### src/rtl/llgd_pkg.sv
// Shared constants, types and helpers for the least-loaded gate dispatcher.
package llgd_pkg;

    localparam int GATES       = 16;
    localparam int COUNT_WIDTH = 16;
    localparam int GATE_IDX_W  = (GATES > 1) ? $clog2(GATES) : 1;

    localparam int ACTIVE_W = 5;
    localparam int PEOPLE_W = 8;
    localparam int GROUP_W  = 8;
    localparam int GINDEX_W = 4;
    localparam int GNUM_W   = 5;
    localparam int GCOUNT_W = 16;

    typedef logic [COUNT_WIDTH-1:0] count_t;
    typedef logic [GATE_IDX_W-1:0]  gate_idx_t;

    typedef enum logic
    {
        OP_ASSIGN  = 1'b0,
        OP_ADD_ONE = 1'b1
    } llgd_op_t;

    typedef enum logic [2:0]
    {
        S_IDLE,
        S_SCAN,
        S_WRITE,
        S_INC_RD,
        S_INC_WR,
        S_PEEK,
        S_PEEK_DATA,
        S_DONE
    } seq_state_t;

    typedef struct packed
    {
        logic      rd_en;
        gate_idx_t rd_addr;
        logic      wr_en;
        gate_idx_t wr_addr;
        count_t    wr_data;
    } mem_req_t;

    typedef struct packed
    {
        logic [GNUM_W-1:0]   gate_number;
        logic [GCOUNT_W-1:0] gate_count;
        logic                saturated;
    } result_t;

    // Saturating add; the top bit flags a clip.
    function automatic logic [COUNT_WIDTH:0] sat_add(count_t a, logic [GROUP_W-1:0] inc);
        logic [COUNT_WIDTH:0] s;
        s = {1'b0, a} + (COUNT_WIDTH+1)'(inc);
        if (s[COUNT_WIDTH])
        begin
            s = {1'b1, {COUNT_WIDTH{1'b1}}};
        end
        return s;
    endfunction

    function automatic logic [GNUM_W-1:0] idx_to_number(gate_idx_t idx);
        return GNUM_W'(GNUM_W'(idx) + GNUM_W'(1));
    endfunction

endpackage

### src/rtl/llgd_cnt_ram.sv
// Gate counter memory: one write and one registered read port, valid bit per entry.
module llgd_cnt_ram
    import llgd_pkg::*;
(
    input  logic     clk,
    input  logic     rst_n,
    input  mem_req_t mem_req,
    output count_t   rd_data
);

    count_t             mem [GATES];
    logic [GATES-1:0]   valid_reg;
    count_t             rd_data_reg;
    logic               rd_vld_reg;

    always_ff @(posedge clk)
    begin
        if (mem_req.wr_en)
        begin
            mem[mem_req.wr_addr] <= mem_req.wr_data;
        end
        if (mem_req.rd_en)
        begin
            rd_data_reg <= mem[mem_req.rd_addr];
        end
    end

    always_ff @(posedge clk or negedge rst_n)
    begin
        if (!rst_n)
        begin
            valid_reg  <= '0;
            rd_vld_reg <= 1'b0;
        end
        else
        begin
            if (mem_req.wr_en)
            begin
                valid_reg[mem_req.wr_addr] <= 1'b1;
            end
            if (mem_req.rd_en)
            begin
                rd_vld_reg <= valid_reg[mem_req.rd_addr];
            end
        end
    end

    // an entry never written reads as zero
    assign rd_data = rd_vld_reg ? rd_data_reg : '0;

endmodule

### src/rtl/llgd_seq.sv
// Dispatch sequencer: scans gate counters through the memory and updates the pick.
module llgd_seq
    import llgd_pkg::*;
(
    input  logic                clk,
    input  logic                rst_n,
    input  logic                req_valid,
    input  logic [0:0]          opcode,
    input  logic [PEOPLE_W-1:0] people,
    input  logic [GROUP_W-1:0]  group_size,
    input  logic [GINDEX_W-1:0] gate_index,
    input  logic [ACTIVE_W-1:0] active_gates,
    output logic                busy,
    output mem_req_t            mem_req,
    input  count_t              rd_data,
    output logic                res_valid,
    input  logic                res_take,
    output result_t             res
);

    seq_state_t          state_reg, state_next;
    gate_idx_t           g_reg, g_next;
    gate_idx_t           last_reg, last_next;
    logic [PEOPLE_W-1:0] rounds_reg, rounds_next;
    logic [GROUP_W-1:0]  group_reg, group_next;
    logic [GINDEX_W-1:0] gidx_reg, gidx_next;
    count_t              best_reg, best_next;
    gate_idx_t           pick_reg, pick_next;
    logic                clip_reg, clip_next;
    logic                rd_pend_reg, rd_pend_next;
    gate_idx_t           rd_idx_reg, rd_idx_next;
    result_t             res_reg, res_next;

    logic                 accept;
    logic                 gidx_ok;
    logic [GROUP_W-1:0]   inc;
    logic [COUNT_WIDTH:0] sum;
    logic [COUNT_WIDTH:0] inc_sum;

    assign accept  = req_valid && (state_reg == S_IDLE);
    assign gidx_ok = (int'(gidx_reg) < GATES);
    assign inc     = (group_reg == '0) ? GROUP_W'(1) : group_reg;
    assign sum     = sat_add(best_next, inc);
    assign inc_sum = sat_add(rd_data, GROUP_W'(1));

    // next state
    always_comb
    begin
        state_next = state_reg;
        case (state_reg)
            S_IDLE:
            begin
                if (accept)
                begin
                    if (opcode == OP_ADD_ONE)
                    begin
                        state_next = S_INC_RD;
                    end
                    else if (people == '0)
                    begin
                        state_next = S_PEEK;
                    end
                    else
                    begin
                        state_next = S_SCAN;
                    end
                end
            end
            S_SCAN:
            begin
                if (g_reg == last_reg)
                begin
                    state_next = S_WRITE;
                end
            end
            S_WRITE:
            begin
                state_next = (rounds_reg == PEOPLE_W'(1)) ? S_DONE : S_SCAN;
            end
            S_INC_RD:    state_next = S_INC_WR;
            S_INC_WR:    state_next = S_DONE;
            S_PEEK:      state_next = S_PEEK_DATA;
            S_PEEK_DATA: state_next = S_DONE;
            S_DONE:
            begin
                if (res_take)
                begin
                    state_next = S_IDLE;
                end
            end
            default:     state_next = S_IDLE;
        endcase
    end

    // outputs
    always_comb
    begin
        mem_req   = '0;
        busy      = (state_reg != S_IDLE);
        res_valid = (state_reg == S_DONE);
        case (state_reg)
            S_SCAN:
            begin
                mem_req.rd_en   = 1'b1;
                mem_req.rd_addr = g_reg;
            end
            S_WRITE:
            begin
                mem_req.wr_en   = 1'b1;
                mem_req.wr_addr = pick_next;
                mem_req.wr_data = sum[COUNT_WIDTH-1:0];
            end
            S_INC_RD:
            begin
                mem_req.rd_en   = gidx_ok;
                mem_req.rd_addr = GATE_IDX_W'(gidx_reg);
            end
            S_INC_WR:
            begin
                mem_req.wr_en   = gidx_ok;
                mem_req.wr_addr = GATE_IDX_W'(gidx_reg);
                mem_req.wr_data = inc_sum[COUNT_WIDTH-1:0];
            end
            S_PEEK:
            begin
                mem_req.rd_en   = 1'b1;
                mem_req.rd_addr = '0;
            end
            default:
            begin
                mem_req = '0;
            end
        endcase
    end

    // datapath
    always_comb
    begin
        g_next       = g_reg;
        last_next    = last_reg;
        rounds_next  = rounds_reg;
        group_next   = group_reg;
        gidx_next    = gidx_reg;
        clip_next    = clip_reg;
        res_next     = res_reg;
        rd_pend_next = (state_reg == S_SCAN);
        rd_idx_next  = g_reg;

        // running minimum; ties move to the later gate
        best_next = best_reg;
        pick_next = pick_reg;
        if (rd_pend_reg && ((rd_idx_reg == '0) || (rd_data <= best_reg)))
        begin
            best_next = rd_data;
            pick_next = rd_idx_reg;
        end

        case (state_reg)
            S_IDLE:
            begin
                if (accept)
                begin
                    rounds_next = people;
                    group_next  = group_size;
                    gidx_next   = gate_index;
                    clip_next   = 1'b0;
                    g_next      = '0;
                    if (active_gates == '0)
                    begin
                        last_next = '0;
                    end
                    else if (int'(active_gates) > GATES)
                    begin
                        last_next = GATE_IDX_W'(GATES - 1);
                    end
                    else
                    begin
                        last_next = GATE_IDX_W'(active_gates - ACTIVE_W'(1));
                    end
                end
            end
            S_SCAN:
            begin
                g_next = gate_idx_t'(g_reg + gate_idx_t'(1));
            end
            S_WRITE:
            begin
                g_next      = '0;
                rounds_next = rounds_reg - PEOPLE_W'(1);
                clip_next   = clip_reg | sum[COUNT_WIDTH];
                res_next.gate_number = idx_to_number(pick_next);
                res_next.gate_count  = GCOUNT_W'(sum[COUNT_WIDTH-1:0]);
                res_next.saturated   = clip_reg | sum[COUNT_WIDTH];
            end
            S_INC_WR:
            begin
                res_next.gate_number = GNUM_W'(GNUM_W'(gidx_reg) + GNUM_W'(1));
                if (gidx_ok)
                begin
                    res_next.gate_count = GCOUNT_W'(inc_sum[COUNT_WIDTH-1:0]);
                    res_next.saturated  = inc_sum[COUNT_WIDTH];
                end
                else
                begin
                    res_next.gate_count = '0;
                    res_next.saturated  = 1'b0;
                end
            end
            S_PEEK_DATA:
            begin
                res_next.gate_number = GNUM_W'(1);
                res_next.gate_count  = GCOUNT_W'(rd_data);
                res_next.saturated   = 1'b0;
            end
            default:
            begin
                res_next = res_reg;
            end
        endcase
    end

    always_ff @(posedge clk or negedge rst_n)
    begin
        if (!rst_n)
        begin
            state_reg   <= S_IDLE;
            rd_pend_reg <= 1'b0;
        end
        else
        begin
            state_reg   <= state_next;
            rd_pend_reg <= rd_pend_next;
        end
    end

    always_ff @(posedge clk)
    begin
        g_reg      <= g_next;
        last_reg   <= last_next;
        rounds_reg <= rounds_next;
        group_reg  <= group_next;
        gidx_reg   <= gidx_next;
        best_reg   <= best_next;
        pick_reg   <= pick_next;
        clip_reg   <= clip_next;
        rd_idx_reg <= rd_idx_next;
        res_reg    <= res_next;
    end

    assign res = res_reg;

endmodule

### src/rtl/least_loaded_gate_dispatcher_unit.sv
// Top level of the least-loaded gate dispatcher: config register, sequencer, memory, result stage.
//
// Usage:
//   Request channel (req_valid / req_stall) carries opcode, people, group_size and
//   gate_index; a transfer happens on a clock edge with req_valid high and req_stall low.
//   Response channel (rsp_valid / rsp_stall) carries gate_number, gate_count and
//   saturated; every request produces exactly one response transfer.
//   cfg_we / cfg_wdata write active_gates; write only while no request is in flight.
// Operation (one request at a time):
//   add-one (opcode 1) steps through INC_RD and INC_WR, people = 0 through PEEK
//   and PEEK_DATA, and the result then enters the response register.
//   assign: people rounds, each a scan and a write. The gate counters sit in a
//   single memory with one read port, so each round reads every active gate once,
//   one per cycle, then writes the chosen gate back.
//   The next request can transfer in the cycle after the result enters the output register.
// Reset: asynchronous, active low. All gate counters read as zero afterward (a valid
//   bit per entry) and active_gates returns to 16. No clearing pass is needed.
// Stall: the response sits in an output register; the next request is taken while a
//   finished response waits, and its own result holds in the sequencer until the
//   output register frees up.
module least_loaded_gate_dispatcher_unit
    import llgd_pkg::*;
(
    input  logic                clk,
    input  logic                rst_n,

    input  logic                req_valid,
    output logic                req_stall,
    input  logic [0:0]          opcode,
    input  logic [PEOPLE_W-1:0] people,
    input  logic [GROUP_W-1:0]  group_size,
    input  logic [GINDEX_W-1:0] gate_index,

    output logic                rsp_valid,
    input  logic                rsp_stall,
    output logic [GNUM_W-1:0]   gate_number,
    output logic [GCOUNT_W-1:0] gate_count,
    output logic                saturated,

    input  logic                cfg_we,
    input  logic [ACTIVE_W-1:0] cfg_wdata
);

    logic [ACTIVE_W-1:0] active_gates_reg;

    logic     busy;
    mem_req_t mem_req;
    count_t   rd_data;
    logic     res_valid;
    logic     res_take;
    result_t  res;

    logic     rsp_valid_reg, rsp_valid_next;
    result_t  rsp_reg, rsp_next;

    // Hold the gate count register; the user must write it only between requests, the block does not enforce this.
    always_ff @(posedge clk or negedge rst_n)
    begin
        if (!rst_n)
        begin
            active_gates_reg <= ACTIVE_W'(16);
        end
        else if (cfg_we)
        begin
            active_gates_reg <= cfg_wdata;
        end
    end

    llgd_seq u_seq
    (
        .clk          (clk),
        .rst_n        (rst_n),
        .req_valid    (req_valid),
        .opcode       (opcode),
        .people       (people),
        .group_size   (group_size),
        .gate_index   (gate_index),
        .active_gates (active_gates_reg),
        .busy         (busy),
        .mem_req      (mem_req),
        .rd_data      (rd_data),
        .res_valid    (res_valid),
        .res_take     (res_take),
        .res          (res)
    );

    llgd_cnt_ram u_cnt_ram
    (
        .clk     (clk),
        .rst_n   (rst_n),
        .mem_req (mem_req),
        .rd_data (rd_data)
    );

    assign req_stall = busy;

    // Advance the result into the output register when it is empty or draining.
    assign res_take = res_valid && (!rsp_valid_reg || !rsp_stall);

    always_comb
    begin
        rsp_next       = rsp_reg;
        rsp_valid_next = rsp_valid_reg;
        if (res_take)
        begin
            rsp_next       = res;
            rsp_valid_next = 1'b1;
        end
        else if (!rsp_stall)
        begin
            // drop valid once the transfer completes
            rsp_valid_next = 1'b0;
        end
    end

    always_ff @(posedge clk or negedge rst_n)
    begin
        if (!rst_n)
        begin
            rsp_valid_reg <= 1'b0;
        end
        else
        begin
            rsp_valid_reg <= rsp_valid_next;
        end
    end

    always_ff @(posedge clk)
    begin
        rsp_reg <= rsp_next;
    end

    assign rsp_valid   = rsp_valid_reg;
    assign gate_number = rsp_reg.gate_number;
    assign gate_count  = rsp_reg.gate_count;
    assign saturated   = rsp_reg.saturated;

    // The sequencer never reads and writes the same counter in one cycle.
    assert property (@(posedge clk) disable iff (!rst_n)
        !(mem_req.rd_en && mem_req.wr_en && (mem_req.rd_addr == mem_req.wr_addr)))
        else $error("counter read and write collide on one entry");

    // A request transfer always leaves the block busy on the next cycle.
    assert property (@(posedge clk) disable iff (!rst_n)
        (req_valid && !req_stall) |=> req_stall)
        else $error("block not busy after request transfer");

    // Counters change only while a request is being worked on.
    assert property (@(posedge clk) disable iff (!rst_n)
        mem_req.wr_en |-> busy)
        else $error("counter write while idle");

    // A result that moves to the output register always raises rsp_valid.
    assert property (@(posedge clk) disable iff (!rst_n)
        res_take |=> (rsp_valid && !busy) || (rsp_valid && busy && $past(req_valid)) ||
                      rsp_valid)
        else $error("result transfer lost");

endmodule

### config.mk
export PLATFORM = sky130hd
export DESIGN_NAME = least_loaded_gate_dispatcher_unit
export DESIGN_NICKNAME = d
export VERILOG_FILES = /design/src/rtl/llgd_pkg.sv /design/src/rtl/llgd_cnt_ram.sv /design/src/rtl/llgd_seq.sv /design/src/rtl/least_loaded_gate_dispatcher_unit.sv
export SDC_FILE = /design/constraint.sdc
export NUM_CORES = 1
export LEC_CHECK = 0
export ABC_AREA = 1
export BUFFER_PORTS_ARGS = -buffer_cell sky130_fd_sc_hd__buf_4
export CORE_UTILIZATION = 55
export DETAILED_ROUTE_END_ITERATION = 8
export GPL_TIMING_DRIVEN = 0
export PLACE_DENSITY = 0.69
export SETUP_SLACK_MARGIN = 0.4
export SYNTH_ARGS = -nofsm -noshare
export SYNTH_HDL_FRONTEND = slang
export SYNTH_SLANG_ARGS = --single-unit
export TNS_END_PERCENT = 5
### constraint.sdc
create_clock -name clk -period 5.6 [get_ports clk]
set_clock_uncertainty 0.15 [all_clocks]
set_input_delay 0.56 -clock clk [delete_from_list [all_inputs] [get_ports clk]]
set_output_delay 0.56 -clock clk [all_outputs]
set_load 0.02 [all_outputs]
==> flow_summary.yaml, run 1 <==
worst_setup_path:
  critPathMaxFanout: 8
  critical_path_required_ns: 5.72
  worst_path_most_repeated_cell: "nand2_1"
  arrival_ns: 5.24
  startpoint_type: "register"
  max_stage_delay_ns: 0.39
  path_class: "register to register"
  critical_path.slowest_cell: "dfrtp_1"
  cp-end-kind: "register"
route:
  dr.pass1.iters: 6
  drt_wl_total_mm: 48.98
  antenna_left: 0
  route.detailed.drc: 0
  first_iter_violations: 1712
  vias: 12780
  vias_per_cell: 6.099
  routedWlPerCell_um: 23.38
yosys:
  ys_seq_area_frac: 0.6702
  ys_ff_latch: 396
  postSynthCellCount: 1516
  synth_warnings: 0
  syn_area_per_cell_um2: 11.34
  synth-edff-count: 345
  synth.distinct_cells: 48
  syn-num-nets: 1576
  async_flop_share: 0.06818
  synth-main-ff-cell: "edfxtp_1"
  netlist_area_um2: 17180
place:
  place_hpwl_mm: 30.86
  gp_congestion: 0.9205
  place_inst: 1982
  io_buffers: 53
  placed_area_um2: 18400
  dp_slack_ns: -0.9260
sta:
  fmax_mhz: 195.2
  rsz0062_at_grt: "yes"
  hold_violations: 0
  min_period_over_period: 0.9147
  slew_viol_final: 0
  setup_viol: 0
  whs_ns: 0.03748
  fin_ws_ns: 0.4776
  worstMarginPinSlew_ns: 1.422
  fin_crit_ns: 5.122
  slew_headroom: 0.05201
hold_path:
  hp-class: "primary input to register"
floorplan:
  start_util: 0.5603
  dieHeight_um: 178.8
  core_area_um2: 30670
  ioPinCount: 55
  die_w_um: 178.8
  fp.dieArea_um2: 31960
  rows: 64
layout:
  fin_nets: 1728
  largest_reg_flops: 256
  mostFrequentLayoutCell: "edfxtp_1"
  n_antenna_cell: 0
  seqCellArea_um2: 11520
  final_cell_mix: "edfxtp_1 (345), nor2_1 (183), nand2_1 (180)"
  drive_gt1_frac: 0.1807
  multi_input_area_um2: 5712
  fill_cells: 2174
  final_area_um2: 20840
  areaGrowthSynthToFinish_pct: 21.29
  final_cells: 2095
power_and_ir_drop:
  ir_drop_v: 0.0003636
  leakagePower_nw: 7.819
  powerDensity_nw_per_um2: 627.7
  power.total_mw: 13.08
grt:
  grt_pass1_vias: 11830
  gr-total-overflow: 0
  grt_pass1_wl_mm: 70.57
  grt_max_degree: 28
  antenna_found_initial: 0
  grt_usage: 0.3044
run:
  cap_violations: 0
clock_tree:
  path_clk_slew_ns: 0.06
  insertion_delay_ns: 0.55
  cts.sinks: 396
  tritoncts: "yes"
  cts_inserted_buffers: 41
  clock_path_buffers: 3
  htreeDepth: 2
  cts_root_buffer: "clkbuf_16"
run_status:
  status: "finished clean"
-- cells by family after synthesis --
kind of cell               synth area share
AOI/OAI and AO/OA                    0.1264
xor gates and xnor gates            0.01070
adders and majority gates           0.02155
buffers and inverters               0.04427
DFF                                  0.6702
and+or+nand+nor                      0.1268
-- path summary, 6_finish.rpt --
| path | startpoint | endpoint | slack [ns] | cells after the start |
|---|---|---|---|---|
| max in group asynchronous | rst_n | active_gates_reg[4] | 4.64 | 2 |
| min reg2reg | u_seq.res[11] | gate_count[10] | 0.27 | 0 |
| max | u_cnt_ram.rd_vld_reg | u_cnt_ram.mem[3][11] | 0.48 | 30 |
| min in group asynchronous | rst_n | u_cnt_ram.valid_reg[0] | 0.34 | 2 |
| min | group_size[4] | u_seq.group_reg[4] | 0.04 | 1 |
| max reg2reg | u_cnt_ram.rd_vld_reg | u_cnt_ram.mem[3][11] | 0.48 | 30 |
-- synthesized netlist by cell type, types with 15 or more instances --
cell | count | area share
edfxtp_1 | 345 | 0.60
o221ai_1 | 35 | 0.018
nor2_1 | 203 | 0.044
clkbuf_1 | 55 | 0.012
o21ai_0 | 172 | 0.050
dfxtp_1 | 24 | 0.028
o22ai_1 | 36 | 0.013
a21oi_1 | 33 | 0.0096
inv_1 | 108 | 0.024
ha_1 | 28 | 0.020
nand2_1 | 220 | 0.048
nand3_1 | 51 | 0.015
dfrtp_1 | 26 | 0.038
xor2_1 | 15 | 0.0076
o211ai_1 | 33 | 0.014
-- report_power, final --
group	internal (mW)	switching, mW	total, mW
combinational	1.73	4.02	5.75
clock	1.67	1.11	2.77
sequential	4.30	0.264	4.56
total	7.69	5.39	13.1
-- cell type report --
class	count	area share
Sequential cell	396	0.5526
Multi-Input combinational cell	941	0.2740
Clock buffer	60	0.05757
Timing Repair Buffer	98	0.04430
Tap cell	396	0.02377
Inverter	115	0.02167
Buffer	75	0.01783
Clock inverter	14	0.008224
-- layer usage --
| metal | GRT usage | part of all wire |
|---|---|---|
| met5 | 0 | 0 |
| met2 | 0.4648 | 0.45 |
| met1 | 0.4128 | 0.38 |
| met3 | 0.06234 | 0.11 |
| met4 | 0.1593 | 0.055 |
-- through the flow --
| step | util | setup TNS, ns |
|---|---|---|
| CTS | 0.6614 | 0 |
| detailed placement | 0.6001 | -209.96 |
| global placement | 0.5894 | -192.47 |
| floorplan | - | 0 |
| global route | 0.6796 | 0 |
| finish | 0.6796 | 0 |
-- critical path: cells and delay by family, from the launching register on --
kind            cells  cell delay (ns)
fa+ha+maj           2             0.56
flops               1             0.39
compound gates      6             1.17
simple gates       15             1.76
buf+inv             7             0.81
-- what timing repair did --
item | in CTS | in global routing
hold endpoints to repair | 26 | 0
resized for setup | 105 | 63
cloned | 9 | 5
setup endpoints to repair | 274 | 274
pin swaps | 16 | 32
buffers inserted | 4 | 20
hold buffers | 1 | 0
No activity file was read; power rests on OpenSTA's default activity.
==> inputs of run 2 (changes only) <==
- SYNTH_HIERARCHICAL: default -> 1
==> flow_summary.yaml, run 2 <==
run_status:
  status: "finished clean"
worst_setup_path:
  startpoint_type: "register"
  critical_path_required_ns: 5.81
  critPathMaxFanout: 10
  worst_path_most_repeated_cell: "nand2_4"
  critical_path.slowest_cell: "dfrtp_1"
  crit_start: "u_cnt_ram/rd_vld_reg"
  cp-end-kind: "register"
  max_stage_delay_ns: 0.36
  r2r-start: "u_cnt_ram/rd_vld_reg"
  arrival_ns: 5.23
  path_class: "register to register"
yosys:
  postSynthCellCount: 1610
  syn-num-nets: 1672
  async_flop_share: 0.06818
  synth-main-ff-cell: "edfxtp_1"
  synth_top_area_share: 0.5916
  synth.area.top_cells: "edfxtp_1 (59%), nand2_1 (5.6%), nor2_1 (5.5%)"
  synth-edff-count: 345
  ys_seq_area_frac: 0.6577
  ys_top_cells_by_count: "edfxtp_1 (345), nand2_1 (263), nor2_1 (255), o21ai_0 (169), inv_1 (113)"
  synth.distinct_cells: 51
  synth_warnings: 6
  syn_area_per_cell_um2: 10.88
  ys_ff_latch: 396
  netlist_area_um2: 17510
  yosysMostFrequentCell: "edfxtp_1"
  yosysTopAreaCell: "edfxtp_1"
route:
  dr.pass1.iters: 5
  drt_wl_total_mm: 46.56
  drt-met1-wl_mm: 18.75
  first_iter_violations: 1482
  vias_per_cell: 5.829
  vias: 12640
  route.detailed.drc: 0
  routedWlPerCell_um: 21.47
  wl_met2_mm: 21.01
  wl_met3_mm: 4.266
  top_layer: "met4"
  antenna_left: 0
clock_tree:
  cts_root_buffer: "clkbuf_16"
  clock_path_buffers: 3
  htreeDepth: 2
  insertion_delay_ns: 0.55
  cts.sinks: 396
  tritoncts: "yes"
  cts_inserted_buffers: 42
  path_clk_slew_ns: 0.06
power_and_ir_drop:
  powerDensity_nw_per_um2: 613.5
  power.total_mw: 12.71
  leakagePower_nw: 8.059
  ir_drop_v: 0.0003182
floorplan:
  rows: 64
  die_w_um: 180.4
  ioPinCount: 55
  core_area_um2: 30990
  start_util: 0.5650
  dieHeight_um: 180.4
  fp.dieArea_um2: 32560
layout:
  seqCellArea_um2: 11520
  mostFrequentLayoutCell: "edfxtp_1"
  final_cells: 2168
  largest_reg_flops: 256
  fin_nets: 1800
  areaGrowthSynthToFinish_pct: 18.29
  drive_gt1_frac: 0.1699
  n_antenna_cell: 0
  fill_cells: 2271
  final_cell_mix: "edfxtp_1 (345), nand2_1 (241), nor2_1 (235)"
  multi_input_area_um2: 5563
hold_path:
  hp-class: "primary input to register"
  worstHoldStart: "gate_index[0]"
grt:
  grt_usage: 0.2847
  grt_pass1_vias: 11970
  antenna_found_initial: 1
  grt_pass1_wl_mm: 69.63
  grt_max_degree: 28
  gr-total-overflow: 0
place:
  place_inst: 2078
  place_hpwl_mm: 30.24
  dp_slack_ns: -1.113
  io_buffers: 54
  gp_congestion: 0.9312
sta:
  slew_headroom: 0.06609
  worstMarginPinSlew_ns: 1.386
  slew_viol_final: 0
  setup_viol: 0
  whs_ns: 0.04317
  hold_violations: 0
  fmax_mhz: 199.5
  rsz0062_at_grt: "yes"
  fin_ws_ns: 0.5873
  fin_crit_ns: 5.013
  min_period_over_period: 0.8951
run:
  cap_violations: 0
[run 2: changes by cell type after synthesis, sizes merged, moves of 12 or more]
| cell | before | now |
|---|---|---|
| nand2 | 237 | 275 |
| buf | 19 | 41 |
| o211ai | 33 | 64 |
| or2 | 6 | 20 |
| nor2 | 205 | 259 |
| o221ai | 35 | 1 |
| nand3 | 54 | 97 |
| o21bai | 13 | 1 |
| clkbuf | 56 | 37 |
| o22ai | 38 | 2 |
[run 2: area by class of cell]
cell class,count,area share
well taps,396,0.02392
inverters,119,0.02193
multi-input cells,1024,0.2686
plain buffers,78,0.02428
flip-flops and latches,396,0.5560
clock inverters,29,0.01649
repair buffers,77,0.03576
clock buffers,49,0.05304
[run 2: logic make-up after synthesis]
logic type,share of synthesized area
xor+xnor,0.008503
simple gates,0.1629
fa+ha+maj,0.02258
compound gates,0.09596
flops,0.6577
buf+inv,0.05230
[run 2: routing by layer]
| layer | GRT usage | vias to the layer above |
|---|---|---|
| met5 | 0 | - |
| met3 | 0.04547 | 128 |
| met4 | 0.1361 | 0 |
| met1 | 0.3853 | 6049 |
| met2 | 0.4526 | 597 |
| li1 | - | 5864 |
[run 2: worst paths after layout]
| path | slack (ns) | cells past startpoint | to |
|---|---|---|---|
| max in group asynchronous | 4.66 | 2 | active_gates_reg[4] |
| max reg2reg | 0.59 | 31 | u_cnt_ram/mem[9][10] |
| max | 0.59 | 31 | u_cnt_ram/mem[9][10] |
| min reg2reg | 0.26 | 0 | gate_number[4] |
| min | 0.04 | 1 | u_seq/gidx_reg[0] |
| min in group asynchronous | 0.34 | 2 | rsp_valid |
[run 2: stage by stage]
stage               instance area, um^2  TNS, ns  utilization
finish                            20710        0       0.6684
global route                      20710        0       0.6684
CTS                               20510        0       0.6619
detailed placement                18740  -201.68       0.6047
global placement                  18410  -181.66       0.5941
floorplan                         17510        0            -
[run 2: power breakdown]
group	switching (mW)	internal [mW]
logic	3.78	1.60
registers	0.192	4.27
clock network	1.16	1.70
[run 2: what timing repair did]
action / CTS / global route
gates resized for setup: 68 / 39
pin swaps: 5 / 16
setup endpoints to repair: 274 / 272
buffers inserted: 1 / 3
endpoints found under the hold margin: 26 / 0
gates cloned: 4 / 3
hold buffers: 1 / 0
[run 2: critical path, delay by kind of cell, from the launching register on]
family | cells | cell delay, ns
AOI/OAI and AO/OA | 2 | 0.28
adders and majority gates | 3 | 0.69
buffers and inverters | 7 | 1.00
DFF | 1 | 0.36
and+or+nand+nor | 19 | 2.31
